<file path="src/cprt_pkg.sv">
// package for the coap pending request tracker
// types, constants and result codes shared by the front end, queue and back end
package cprt_pkg;

  localparam int TableDepth = 16;
  localparam int SlotW      = (TableDepth > 1) ? $clog2(TableDepth) : 1;
  localparam int ResLimit   = 18;
  localparam int QDepth     = 2;

  typedef enum logic [1:0] {
    MODE_TICK = 2'd0,
    MODE_SEND = 2'd1,
    MODE_RESP = 2'd2,
    MODE_NONE = 2'd3
  } mode_t;

  typedef enum logic [1:0] {
    MT_CON = 2'd0,
    MT_NON = 2'd1,
    MT_ACK = 2'd2,
    MT_RST = 2'd3
  } msg_type_t;

  typedef enum logic [3:0] {
    K_ACCEPT    = 4'd0,
    K_FULL      = 4'd1,
    K_OK        = 4'd2,
    K_ERR       = 4'd3,
    K_TIMEOUT   = 4'd4,
    K_NOTIFY    = 4'd5,
    K_ACK       = 4'd6,
    K_PING      = 4'd7,
    K_RECONNECT = 4'd8
  } kind_t;

  typedef enum logic [2:0] {
    REG_MS_PER_TICK = 3'd0,
    REG_REQ_TIMEOUT = 3'd1,
    REG_OBS_TIMEOUT = 3'd2,
    REG_PING        = 3'd3,
    REG_RECONNECT   = 3'd4
  } reg_idx_t;

  localparam logic [2:0] CodeClassOk = 3'd2;

  typedef struct packed {
    logic [1:0]  mode;
    logic [15:0] handle;
    logic        observe;
    logic [63:0] token;
    logic [3:0]  token_len;
    logic [15:0] msg_id;
    logic [1:0]  msg_type;
    logic [7:0]  code;
  } in_item_t;

  typedef struct packed {
    logic [3:0]  kind;
    logic [15:0] out_handle;
    logic [15:0] out_msg_id;
    logic [7:0]  out_code;
    logic        last;
  } out_item_t;

  // configuration registers as one group
  typedef struct packed {
    logic [9:0]  ms_per_tick;
    logic [23:0] request_timeout;
    logic [23:0] observe_timeout;
    logic [23:0] ping_interval;
    logic [23:0] reconnect_threshold;
  } cfg_t;

  // classified request as queued between front and back end
  typedef struct packed {
    mode_t       mode;
    logic [15:0] handle;
    logic        observe;
    logic [63:0] token;
    logic [3:0]  token_len;
    logic [15:0] msg_id;
    logic        is_ack;
    logic        is_con;
    logic        code_ok;
    logic [7:0]  code;
  } req_t;

  typedef enum logic [2:0] {
    ST_IDLE,
    ST_PRE,
    ST_SCAN,
    ST_DONE
  } be_state_t;

  function automatic logic [63:0] tok_mask(input logic [3:0] len);
    logic [63:0] m;
    m = '0;
    for (int b = 0; b < 8; b++) begin
      if (len > 4'(b)) m[b*8 +: 8] = 8'hFF;
    end
    return m;
  endfunction

endpackage

</file>
<file path="src/cprt_front.sv">
// front end: accepts requests and classifies them
// depends on cprt_pkg
module cprt_front
  import cprt_pkg::*;
(
  input  logic     start,
  input  in_item_t in_item,
  input  logic     q_full,
  output logic     busy,
  output logic     q_push,
  output req_t     q_data
);

  // stall only when the queue has no room; mode 3 is dropped here
  assign busy   = q_full;
  assign q_push = start && !q_full && (in_item.mode != MODE_NONE);

  // classify: masked token, response type flags and code class
  always_comb begin
    q_data.mode      = mode_t'(in_item.mode);
    q_data.handle    = in_item.handle;
    q_data.observe   = in_item.observe;
    q_data.token     = in_item.token & tok_mask(in_item.token_len);
    q_data.token_len = in_item.token_len;
    q_data.msg_id    = in_item.msg_id;
    q_data.is_ack    = in_item.msg_type == MT_ACK;
    q_data.is_con    = in_item.msg_type == MT_CON;
    q_data.code_ok   = in_item.code[7:5] == CodeClassOk;
    q_data.code      = in_item.code;
  end

endmodule

</file>
<file path="src/cprt_queue.sv">
// short request queue between front and back end
// depends on cprt_pkg
module cprt_queue
  import cprt_pkg::*;
(
  input  logic clk,
  input  logic rst_n,
  input  logic push,
  input  req_t push_data,
  input  logic pop,
  output logic full,
  output logic not_empty,
  output req_t head
);

  localparam int PtrW = (QDepth > 1) ? $clog2(QDepth) : 1;

  req_t             mem_r [QDepth];
  logic [PtrW-1:0]  wp_r, rp_r;
  logic [PtrW:0]    cnt_r;

  assign full      = cnt_r == (PtrW+1)'(QDepth);
  assign not_empty = cnt_r != '0;
  assign head      = mem_r[rp_r];

  // storage
  always_ff @(posedge clk) begin
    if (push) mem_r[wp_r] <= push_data;
  end

  // pointers and fill count
  always_ff @(posedge clk) begin
    if (!rst_n) begin
      wp_r  <= '0;
      rp_r  <= '0;
      cnt_r <= '0;
    end else begin
      if (push) wp_r <= (wp_r == PtrW'(QDepth-1)) ? '0 : wp_r + 1'b1;
      if (pop)  rp_r <= (rp_r == PtrW'(QDepth-1)) ? '0 : rp_r + 1'b1;
      cnt_r <= cnt_r + (PtrW+1)'(push) - (PtrW+1)'(pop);
    end
  end

endmodule

</file>
<file path="src/cprt_back.sv">
// back end: carries out requests over the table, one slot per cycle unless an ack holds the scan on a slot
// depends on cprt_pkg
module cprt_back
  import cprt_pkg::*;
(
  input  logic      clk,
  input  logic      rst_n,
  input  cfg_t      cfg,
  input  logic      q_valid,
  input  req_t      q_head,
  output logic      q_pop,
  output logic      out_valid,
  output out_item_t out_item
);

  be_state_t state_r, state_nxt;
  req_t      req_r, req_nxt;

  logic [TableDepth-1:0] valid_r, valid_nxt;
  logic [15:0] e_id_r    [TableDepth];
  logic [63:0] e_tok_r   [TableDepth];
  logic [3:0]  e_tlen_r  [TableDepth];
  logic [15:0] e_hdl_r   [TableDepth];
  logic        e_obs_r   [TableDepth];
  logic [31:0] e_time_r  [TableDepth];

  logic [31:0] now_r, last_send_r, last_recv_r;
  logic [31:0] now_nxt, last_send_nxt, last_recv_nxt;
  logic [15:0] next_id_r, next_id_nxt;
  logic [SlotW-1:0] slot_r, slot_nxt;
  logic [4:0]  n_r, n_nxt;
  logic        acked_r, acked_nxt;
  logic        ack_due_r, ack_due_nxt;

  // one result held back so that the final one can carry the last flag
  logic        pend_v_r, pend_v_nxt;
  out_item_t   pend_r, pend_nxt;

  out_item_t   o_r, o_nxt;
  logic        ov_r, ov_nxt;

  logic        ent_we;

  assign out_valid = ov_r;
  assign out_item  = o_r;

  // per-slot evaluation of the current slot
  logic        sv;
  logic [31:0] limit, elapsed;
  logic        to_hit, id_hit, tok_hit;
  always_comb begin
    sv      = valid_r[slot_r];
    limit   = e_obs_r[slot_r] ? {8'd0, cfg.observe_timeout} : {8'd0, cfg.request_timeout};
    elapsed = now_r - e_time_r[slot_r];
    to_hit  = sv && (limit != '0) && (elapsed > limit);
    id_hit  = sv && (e_id_r[slot_r] == req_r.msg_id);
    tok_hit = sv && !id_hit && (req_r.token_len != '0) && e_obs_r[slot_r]
              && (e_tlen_r[slot_r] == req_r.token_len)
              && (((e_tok_r[slot_r] ^ req_r.token) & tok_mask(req_r.token_len)) == '0);
  end

  // lowest free slot for a send
  logic             have_free;
  logic [SlotW-1:0] free_slot;
  always_comb begin
    have_free = 1'b0;
    free_slot = '0;
    for (int i = TableDepth-1; i >= 0; i--) begin
      if (!valid_r[i]) begin
        have_free = 1'b1;
        free_slot = SlotW'(i);
      end
    end
  end

  logic last_slot;
  assign last_slot = slot_r == SlotW'(TableDepth-1);

  // helper building a result
  function automatic out_item_t mk(input kind_t k, input logic [15:0] h,
                                   input logic [15:0] id, input logic [7:0] c);
    out_item_t r;
    r.kind = k; r.out_handle = h; r.out_msg_id = id; r.out_code = c; r.last = 1'b0;
    return r;
  endfunction

  // advanced clock, next id and the tick events
  logic [31:0] now_t;
  logic [15:0] id_t;
  logic        reconn_hit, ping_hit;
  always_comb begin
    now_t      = now_r + {22'd0, cfg.ms_per_tick};
    id_t       = next_id_r + 16'd1;
    reconn_hit = (now_t - last_recv_r) > {8'd0, cfg.reconnect_threshold};
    ping_hit   = (now_t - last_send_r) > {8'd0, cfg.ping_interval};
  end

  // a confirmable notify asks for an ack, which holds the scan on this slot once more
  logic start_ack;
  assign start_ack = (req_r.mode != MODE_TICK) && !ack_due_r && tok_hit && req_r.is_con
                     && !acked_r && (n_r < 5'(ResLimit));

  // next state, table update and results
  logic      push_en;
  out_item_t push_item;
  always_comb begin
    state_nxt     = state_r;
    q_pop         = 1'b0;
    req_nxt       = req_r;
    valid_nxt     = valid_r;
    now_nxt       = now_r;
    last_send_nxt = last_send_r;
    last_recv_nxt = last_recv_r;
    next_id_nxt   = next_id_r;
    slot_nxt      = slot_r;
    n_nxt         = n_r;
    acked_nxt     = acked_r;
    ack_due_nxt   = ack_due_r;
    pend_v_nxt    = pend_v_r;
    pend_nxt      = pend_r;
    o_nxt         = o_r;
    ov_nxt        = 1'b0;
    ent_we        = 1'b0;
    push_en       = 1'b0;
    push_item     = pend_r;
    case (state_r)
      ST_IDLE: begin
        slot_nxt    = '0;
        n_nxt       = '0;
        acked_nxt   = 1'b0;
        ack_due_nxt = 1'b0;
        pend_v_nxt  = 1'b0;
        if (q_valid) begin
          q_pop     = 1'b1;
          req_nxt   = q_head;
          state_nxt = ST_PRE;
        end
      end
      ST_PRE: begin
        state_nxt = (req_r.mode == MODE_SEND) ? ST_DONE : ST_SCAN;
        case (req_r.mode)
          MODE_TICK: begin
            // clock, reconnect, ping; with both, reconnect goes out at once
            now_nxt = now_t;
            if (reconn_hit) last_recv_nxt = now_t;
            if (ping_hit) begin
              next_id_nxt   = id_t;
              last_send_nxt = now_t;
            end
            pend_v_nxt = reconn_hit | ping_hit;
            pend_nxt   = ping_hit ? mk(K_PING, '0, id_t, '0) : mk(K_RECONNECT, '0, '0, '0);
            n_nxt      = {4'd0, reconn_hit} + {4'd0, ping_hit};
            if (reconn_hit && ping_hit) begin
              o_nxt  = mk(K_RECONNECT, '0, '0, '0);
              ov_nxt = 1'b1;
            end
          end
          MODE_SEND: begin
            pend_v_nxt = 1'b1;
            if (have_free) begin
              next_id_nxt          = id_t;
              last_send_nxt        = now_r;
              valid_nxt[free_slot] = 1'b1;
              ent_we               = 1'b1;
              pend_nxt             = mk(K_ACCEPT, req_r.handle, id_t, '0);
            end else begin
              pend_nxt = mk(K_FULL, req_r.handle, '0, '0);
            end
          end
          default: last_recv_nxt = now_r;
        endcase
      end
      ST_SCAN: begin
        slot_nxt = last_slot ? slot_r : slot_r + 1'b1;
        if (last_slot && !start_ack) state_nxt = ST_DONE;
        if (ack_due_r) begin
          ack_due_nxt = 1'b0;
          if (n_r < 5'(ResLimit)) begin
            n_nxt     = n_r + 5'd1;
            push_en   = 1'b1;
            push_item = mk(K_ACK, e_hdl_r[slot_r], req_r.msg_id, '0);
          end
        end else if (req_r.mode == MODE_TICK) begin
          if (to_hit && n_r < 5'(ResLimit)) begin
            valid_nxt[slot_r] = 1'b0;
            n_nxt     = n_r + 5'd1;
            push_en   = 1'b1;
            push_item = mk(K_TIMEOUT, e_hdl_r[slot_r], e_id_r[slot_r], '0);
          end
        end else if (id_hit) begin
          if (req_r.is_ack) begin
            if (!e_obs_r[slot_r]) valid_nxt[slot_r] = 1'b0;
            if (n_r < 5'(ResLimit)) begin
              n_nxt     = n_r + 5'd1;
              push_en   = 1'b1;
              push_item = req_r.code_ok ? mk(K_OK, e_hdl_r[slot_r], req_r.msg_id, '0)
                                        : mk(K_ERR, e_hdl_r[slot_r], req_r.msg_id, req_r.code);
            end
          end
        end else if (tok_hit && n_r < 5'(ResLimit)) begin
          n_nxt     = n_r + 5'd1;
          push_en   = 1'b1;
          push_item = mk(K_NOTIFY, e_hdl_r[slot_r], e_id_r[slot_r], req_r.code);
          if (start_ack) begin
            acked_nxt   = 1'b1;
            ack_due_nxt = 1'b1;
            slot_nxt    = slot_r;
          end
        end
      end
      ST_DONE: begin
        state_nxt = ST_IDLE;
        if (pend_v_r) begin
          o_nxt      = pend_r;
          o_nxt.last = 1'b1;
          ov_nxt     = 1'b1;
        end
      end
      default: state_nxt = ST_IDLE;
    endcase
    // a new result sends the held one out and takes its place
    if (push_en) begin
      if (pend_v_r) begin
        o_nxt  = pend_r;
        ov_nxt = 1'b1;
      end
      pend_nxt   = push_item;
      pend_v_nxt = 1'b1;
    end
  end

  // state and control registers
  always_ff @(posedge clk) begin
    if (!rst_n) begin
      state_r     <= ST_IDLE;
      valid_r     <= '0;
      now_r       <= '0;
      last_send_r <= '0;
      last_recv_r <= '0;
      next_id_r   <= 16'd1;
      ov_r        <= 1'b0;
      pend_v_r    <= 1'b0;
      slot_r      <= '0;
      n_r         <= '0;
      acked_r     <= 1'b0;
      ack_due_r   <= 1'b0;
      o_r         <= '0;
      pend_r      <= '0;
      req_r       <= '0;
    end else begin
      state_r     <= state_nxt;
      valid_r     <= valid_nxt;
      now_r       <= now_nxt;
      last_send_r <= last_send_nxt;
      last_recv_r <= last_recv_nxt;
      next_id_r   <= next_id_nxt;
      ov_r        <= ov_nxt;
      pend_v_r    <= pend_v_nxt;
      slot_r      <= slot_nxt;
      n_r         <= n_nxt;
      acked_r     <= acked_nxt;
      ack_due_r   <= ack_due_nxt;
      o_r         <= o_nxt;
      pend_r      <= pend_nxt;
      req_r       <= req_nxt;
    end
  end

  // table entry contents, written on an accepted send
  always_ff @(posedge clk) begin
    if (ent_we) begin
      e_id_r[free_slot]   <= id_t;
      e_tok_r[free_slot]  <= req_r.token;
      e_tlen_r[free_slot] <= req_r.token_len;
      e_hdl_r[free_slot]  <= req_r.handle;
      e_obs_r[free_slot]  <= req_r.observe;
      e_time_r[free_slot] <= now_r;
    end
  end

endmodule

</file>
<file path="src/coap_pending_request_tracker.sv">
// top level of the coap pending request tracker
// depends on cprt_pkg, cprt_front, cprt_queue and cprt_back
//
// Requests (tick, send, response) enter on start while busy is low and wait in
// a two-entry queue. The back end takes one request at a time: a send passes
// through idle, pre and done; a tick or response also scans the table (one slot per cycle) and holds a slot
// once more when a confirmable notify asks for an ack. Results appear one
// per strobe on out_valid and the receiver cannot stall them.
module coap_pending_request_tracker
  import cprt_pkg::*;
(
  input  logic        clk,
  input  logic        rst_n,
  input  logic        start,
  output logic        busy,
  input  in_item_t    in_item,
  output logic        out_valid,
  output out_item_t   out_item,
  input  logic        cfg_valid,
  output logic        cfg_ready,
  input  logic [2:0]  cfg_index,
  input  logic [31:0] cfg_data
);

  cfg_t cfg_r;
  logic q_full, q_push, q_ne, q_pop;
  req_t q_in, q_head;

  // configuration registers
  assign cfg_ready = 1'b1;
  always_ff @(posedge clk) begin
    if (!rst_n) begin
      cfg_r.ms_per_tick         <= 10'd10;
      cfg_r.request_timeout     <= 24'd5000;
      cfg_r.observe_timeout     <= 24'd60000;
      cfg_r.ping_interval       <= 24'd30000;
      cfg_r.reconnect_threshold <= 24'd60000;
    end else if (cfg_valid) begin
      case (cfg_index)
        REG_MS_PER_TICK: cfg_r.ms_per_tick         <= cfg_data[9:0];
        REG_REQ_TIMEOUT: cfg_r.request_timeout     <= cfg_data[23:0];
        REG_OBS_TIMEOUT: cfg_r.observe_timeout     <= cfg_data[23:0];
        REG_PING:        cfg_r.ping_interval       <= cfg_data[23:0];
        REG_RECONNECT:   cfg_r.reconnect_threshold <= cfg_data[23:0];
        default: ;
      endcase
    end
  end

  cprt_front u_front (
    .start(start), .in_item(in_item),
    .q_full(q_full), .busy(busy), .q_push(q_push), .q_data(q_in)
  );

  cprt_queue u_queue (
    .clk(clk), .rst_n(rst_n), .push(q_push), .push_data(q_in), .pop(q_pop),
    .full(q_full), .not_empty(q_ne), .head(q_head)
  );

  cprt_back u_back (
    .clk(clk), .rst_n(rst_n), .cfg(cfg_r), .q_valid(q_ne), .q_head(q_head),
    .q_pop(q_pop), .out_valid(out_valid), .out_item(out_item)
  );

endmodule

</file>
<file path="config.mk">
export PLATFORM = sky130hd
export DESIGN_NAME = coap_pending_request_tracker
export DESIGN_NICKNAME = d
export VERILOG_FILES = /design/src/cprt_pkg.sv /design/src/cprt_front.sv /design/src/cprt_queue.sv /design/src/cprt_back.sv /design/src/coap_pending_request_tracker.sv
export SDC_FILE = /design/constraint.sdc
export NUM_CORES = 2
export LEC_CHECK = 0
export BUFFER_PORTS_ARGS = -buffer_cell sky130_fd_sc_hd__buf_2
export CELL_PAD_IN_SITES_DETAIL_PLACEMENT = 0
export CELL_PAD_IN_SITES_GLOBAL_PLACEMENT = 1
export CORE_UTILIZATION = 50
export DETAILED_ROUTE_END_ITERATION = 7
export GPL_TIMING_DRIVEN = 1
export PLACE_DENSITY_LB_ADDON = 0.1
export SYNTH_ARGS = -nofsm -noshare
export SYNTH_HDL_FRONTEND = slang
export SYNTH_HIERARCHICAL = 1
export SYNTH_SLANG_ARGS = --single-unit
</file>
<file path="constraint.sdc">
create_clock -name clk -period 9.3 [get_ports clk]
set_input_delay 0.465 -clock clk [delete_from_list [all_inputs] [get_ports clk]]
set_output_delay 0.465 -clock clk [all_outputs]
set_load 0.01 [all_outputs]
</file>
After elaboration in Yosys (flattened, before gate mapping)
Memory sizes are Yosys's and may differ from the RTL's. A register that Yosys moved wholly into a read port is not among the register bits. Index checks and enable logic that the tools add are counted.

Memories kept: 7. Output and inout port bits: 48. Bits in writable memories: 2356. Register bits: 344.

Memory list: u_back.e_tok_r (words 16, width 64, read ports 1, clocked after memory_dff 1, wr ports 1, line cprt_back.sv:21) `logic [63:0] e_tok_r [TableDepth];`; u_back.e_time_r (words 16, width 32, read ports 1, clocked after memory_dff 1, wr ports 1, line cprt_back.sv:25) `logic [31:0] e_time_r [TableDepth];`; u_back.e_hdl_r (words 16, width 16, read ports 1, clocked after memory_dff 1, wr ports 1, line cprt_back.sv:23) `logic [15:0] e_hdl_r [TableDepth];`; u_back.e_id_r (words 16, width 16, read ports 1, clocked after memory_dff 1, wr ports 1, line cprt_back.sv:20) `logic [15:0] e_id_r [TableDepth];`; u_queue.mem_r (words 2, width 114, read ports 1, clocked after memory_dff 1, wr ports 1, line cprt_queue.sv:18) `req_t mem_r [QDepth];`; u_back.e_tlen_r (words 16, width 4, read ports 1, clocked after memory_dff 1, wr ports 1, line cprt_back.sv:22) `logic [3:0] e_tlen_r [TableDepth];`; 1 more memories.

Bitwise logic cells: 8. Equal/unequal tests: 43. Muxes and demuxes: 165. Reduce and logical (&&, ||, !) cells: 59. $lt $le $gt $ge: 24. Add/sub/neg operators: 12.

Operators by type and width (count): $mux 45 (17); $pmux 45 s2 (2); $mux 16 (10); $mux 4 (34); $and 64x64->64 (2); $mux 8 (16); $pmux 32 s2 (2); $mux 32 (3); $sub 32x32->32 (3); $mux 42 (2); $gt 32x24->1 (2); $logic_not 64->1 (1); $pmux 16 s2 (2); $xor 64x64->64 (1); $mux 1 (55); $mux 5 (8); $add 32x10->32 (1); $gt 32x32->1 (1); $gt 4x3->1 const B (8); $reduce_bool 32->1 (1); $mux 24 (1); $logic_and 1x1->1 (21); $reduce_and 2->1 (10); $ne 2x1->1 const B (9); 53 further kinds (99).

Longest topological paths before layout
Depth after elaboration: 24. Gate-level depth with buffers: 42. Mapped depth without buffers: 41.

Hierarchy
The synthesis kept the hierarchy.

By module, submodules not included: cprt_back (instances 1, area each 105392.3 µm², cells each 6603, seq. area each 70908.0 µm²); cprt_queue (instances 1, area each 8702.1 µm², cells each 376, seq. area each 6946.7 µm²); coap_pending_request_tracker (instances 1, area each 4048.9 µm², cells each 393, seq. area each 2122.0 µm²); cprt_front (instances 1, area each 889.6 µm², cells each 126, seq. area each 0.0 µm²).

Worst setup path before layout
OpenSTA, ideal clock, no wires.

Kind: reg2reg. From: reg with a tool-made name. To: reg u_back.o_r (netlist bit u_back/out_item[34]). Path buffers: 11. Period minus slack after synthesis: 8090 ps. Cell stages (with the launch flop): 39. Slack: 1210 ps. Data arrival time: 7973 ps. Library setup time: 117 ps. Path through: dfxtp_1 > buf_6 > buf_6 > buf_6 > buf_6 > buf_6 > buf_4 > buf_2 > buf_1 > buf_1 > mux4_2 > mux4_2 > inv_1 > ha_1 > a21o_1 > a211o_1 > o21ba_2 > o21bai_1 > [... 3 more ...] > nand3_1 > o21bai_1 > xor2_1 > ha_1 > nand3_1 > o221ai_1 > a221oi_1 > nand3_1 > o21ai_0 > nand3_1 > nor4_1 > a31oi_1 > a221oi_2 > a21oi_2 > or2_1 > buf_2 > buf_2 > a32o_1.

RTL lines: end signal: assignment (line cprt_back.sv:263) `o_r <= o_nxt;`; end: declaration (line cprt_back.sv:39) `out_item_t o_r, o_nxt;`.

Worst setup path after layout
From: reg cfg_r[96] (netlist name). To: reg u_back.o_r (netlist bit u_back/out_item[12]).

Word-level cells in the longest chain between the ends: 9. Elaborated cells between the ends (all ways): 11. Classes of those cells: 3 x add/sub; 2 x order compare; 5 x mux; 1 x reduce/logical.

Ends and longest elaborated chain: start: declaration (line coap_pending_request_tracker.sv:25) `cfg_t cfg_r;`; $add 32x10->32 * (line cprt_back.sv:92) `now_t = now_r + {22'd0, cfg.ms_per_tick};`; via u_back.now_t[12] (line cprt_back.sv:88) `logic [31:0] now_t;`; $sub 32x32->32 (on tied branches) (line cprt_back.sv:94, cprt_back.sv:95); $gt 32x24->1 (on tied branches) (line cprt_back.sv:94, cprt_back.sv:95); $logic_and 1x1->1 * (line cprt_back.sv:153) `if (reconn_hit && ping_hit) begin`; $mux 45 * (line cprt_back.sv:153); $mux 45 * (line cprt_back.sv:141) `case (req_r.mode)`; $pmux 45 s2 * (line cprt_back.sv:126) `case (state_r)`; $mux 45 (line cprt_back.sv:223) `if (pend_v_r) begin`; $mux 45 * (line cprt_back.sv:222) `if (push_en) begin`.

Mark *: on every way through the listed nets, which the timed path passes. The rest lies on a longest branch. A chain may end at the register's enable or synchronous reset.

==> results.toml <==
[yosys]
synth_top_family_by_area = "multiplexers"
post-synth-top-count-cell = "edfxtp_1"
yosys.area.top_type = "edfxtp_1"
synth.avg_cell_area_um2 = 15.9
syn_inst = 7498
ys_seq_area_share_pct = 67.2
synthArstFlopShare_pct = 0
synth-simple-area-share_pct = 5.64
synth_flop_cell = "edfxtp_1"
synth_fp_nets = 7843
post_synth_fa_ha_maj_area_fraction_pct = 2.05
synth_cell_types = 101
synth_top_cell_area_share_pct = 59.4
yosys.area_share.xor_xnor_pct = 2.11
yosys-top-cells-count = "edfxtp_1 (2,356), nand2_1 (597), mux4_2 (487)"
synth_compound_area_share_pct = 6.02
synth_edf_count = 2356
netlist_area_um2 = 119000
muxShareOfSynthArea_pct = 14.2
yosysWarnings = 6
synth_area_leaders = "edfxtp_1 (59%), mux4_2 (9.2%), dfxtp_1 (7.8%)"
ys_seq_elements = 2817

[flow_run]
maxCapViolCount = 0

[worst_setup_path]
startpoint = "cfg_r[96]$_SDFFE_PN0P_"
slowest_stage = "o21ai_0"
reg2reg_setup_slack_ns = 0.54
start_kind = "register"
r2r-end = "u_back/out_item[12]$_SDFF_PN0_"
end_kind = "register"
r2r_start = "cfg_r[96]$_SDFFE_PN0P_"
r2r_cells = 42
max_stage_delay_ns = 0.46
path_class = "register to register"
cp.arrival_ns = 9.60
cp_max_fo = 25
cp.required_ns = 10.14
crit_path_end = "u_back/out_item[12]$_SDFF_PN0_"
path_common_cell = "o21ai_0"

[placed_design]
dpl.cell_count = 10551
hpwl_um = 190000
dp_slack_ns = 0.445
gp_congestion = 0.865
io_buffers = 190

[sta]
min_period_ns = 8.76
slew_headroom_pct = 13.7
timing.hold.ws_ns = 0.127
worstMarginPinSlew_ns = 1.29
slew_violations = 0
hold_viol = 0
setup_tns_ns = 0
rsz0062_at_grt = "false"
skew_ns = 0.0622
setup_slack_ns = 0.543
post-route-period-util_pct = 94.2
finalSetupViolCount = 0
max_freq_ghz = 0.114

[global_route]
track_usage_pct = 26.6
antenna_found_initial = 12
grt_pass1_wl_um = 469000
grt-ovfl-total = 0
grt_max_degree = 139
grt_pass1_vias = 67939

[cells_and_area]
multiInputGateArea_um2 = 36000
register_area_um2 = 80000
layout.cells.non_filler = 11231
nFillCells = 18288
area_growth_syn_to_layout_pct = 12.9
layout-drive-gt1-share_pct = 18.7
nNetsFinal = 8187
fin_util_pct = 57.0

[detailed_routing]
wl_met3_um = 18900
drtIter0Drc = 6581
finalWirelength_um = 324000
via_count = 68036
post_drt_wl_per_cell_um = 28.8
dr.pass1.iters = 5
avgViaCountPerCell = 6.06
dr.max_layer_used = "met5"
met2_length_um = 155000
wl_met1_um = 140000
ant_nets = 0
drc = 0

[run_status]
status = "complete, no violations"

[floorplanning]
die_area_um2 = 240000
ios = 200
core-area_um2 = 236000
die-width_um = 490
start_util_pct = 50.5
die_h_um = 490
rows = 178

[power]
vdd_drop_max_uv = 210
power.density_nw_per_um2 = 253
power_leakage_uw = 0.0450

[cts]
numCtsBuffers = 310
clock_path_buffers = 4
htreeDepth = 5
cts.sinks = 2817
clkLatencyLatePin_ns = 0.93
clkTransAtPathRegs_ns = 0.06
cts_tree = "built"
clock_tree.root_cell = "clkbuf_16"

[hold_path]
hold_class = "primary input to register"
how the worst min path moves through the flow:
stage,startpoint,endpoint,slack [ns],cells past startpoint
after global routing,in_item[29],u_queue/mem_r[0][30]$_DFFE_PP_,0.09,1
after CTS,cfg_valid,cfg_r[28]$_SDFFE_PN1P_,0.06,3
after floorplan,u_back/last_recv_r[1]$_SDFFE_PN0P_,u_back/last_recv_r[1]$_SDFFE_PN0P_,0.43,2
after global placement,u_back/last_recv_r[1]$_SDFFE_PN0P_,u_back/last_recv_r[1]$_SDFFE_PN0P_,0.44,2
after detailed placement,u_back/last_recv_r[1]$_SDFFE_PN0P_,u_back/last_recv_r[1]$_SDFFE_PN0P_,0.45,2
final,cfg_valid,cfg_r[28]$_SDFFE_PN1P_,0.13,3
critical path, delay by kind of cell, from the launching register on:
| kind | cells | cell delay (ns) |
|---|---|---|
| AOI/OAI and AO/OA | 20 | 4.04 |
| xor gates and xnor gates | 2 | 0.55 |
| adders and majority gates | 5 | 1.40 |
| buffers and inverters | 4 | 0.76 |
| DFF | 1 | 0.33 |
| and+or+nand+nor | 11 | 1.60 |
sequential cells by signal (all words and copies together) (netlist names), 16 cells and up, named ones only:
| signal | count |
|---|---|
| u_back/e_id_r | 256 |
| cfg_r | 106 |
| u_back/e_hdl_r | 256 |
| u_back/e_time_r | 512 |
| u_queue/mem_r | 228 |
| u_back/pend_r | 44 |
| u_back/e_tlen_r | 64 |
| u_back/next_id_r | 16 |
| u_back/e_tok_r | 1024 |
| u_back/e_obs_r | 16 |
| u_back/now_r | 32 |
| u_back/out_item | 45 |
| u_back/req_r | 114 |
| u_back/last_send_r | 32 |
| u_back/valid_r | 16 |
| u_back/last_recv_r | 32 |
cell families (layout without fill, tap and decap cells):
group | after synthesis | after routing
mux | 1036 | 1036
compound gates | 1067 | 1067
buf+inv | 683 | 1257
xor+xnor | 284 | 284
other cells | 1 | 10
flops | 2817 | 2817
simple gates | 1417 | 1417
fa+ha+maj | 193 | 193
final cells by class:
| class | count | area share [%] |
|---|---|---|
| flip-flops and latches | 2817 | 59.5 |
| multi-input cells | 3998 | 26.8 |
| clock buffers | 413 | 6.35 |
| well taps | 3150 | 2.93 |
| repair buffers | 486 | 2.83 |
| clock inverters | 129 | 0.900 |
| inverters | 229 | 0.653 |
| diodes | 9 | 0.0168 |
metrics by stage:
| step | instance area, um^2 | power, uW |
|---|---|---|
| 5_1_grt | 134000 | 35200 |
| 6_report | 134000 | 33900 |
| 3_3_place_gp | 123000 | 22100 |
| 3_5_place_dp | 123000 | 22200 |
| 2_1_floorplan | 119000 | 20000 |
| 4_1_cts | 134000 | 34100 |
routing by layer:
layer,vias to the layer above,GRT usage (%)
met2,2210,43.2
met4,2,7.70
met1,35599,37.9
li1,29773,-
met5,-,0.298
met3,452,3.39
placed cells by master, fill, tap and decap left out, types with 113 or more instances in the layout:
cell type      synthesis  routed
a21oi_1              316     316
buf_2                 64     189
buf_4                 78     142
clkbuf_16              0     319
dfxtp_1              461     456
dlygate4sd3_1          0     129
edfxtp_1            2356    2356
ha_1                 189     189
inv_1                226     224
mux2i_1              399     399
mux4_2               487     487
nand2_1              597     596
nand3_1              122     122
nor2_1               236     215
nor2b_1              117     113
o21ai_0              138     137
xnor2_1              170     170
timing repair:
action	CTS	global route
hold buffers	129	0
resized for setup	0	4
setup endpoints to repair	0	43
hold endpoints to repair	290	0
setup buffers	0	0
power breakdown:
group	total (uW)	internal [uW]	switching [uW]
Sequential	15500	14700	808
Combinational	6550	2580	3970
Clock	11900	7040	4870
No activity file was read; power rests on OpenSTA's default activity.
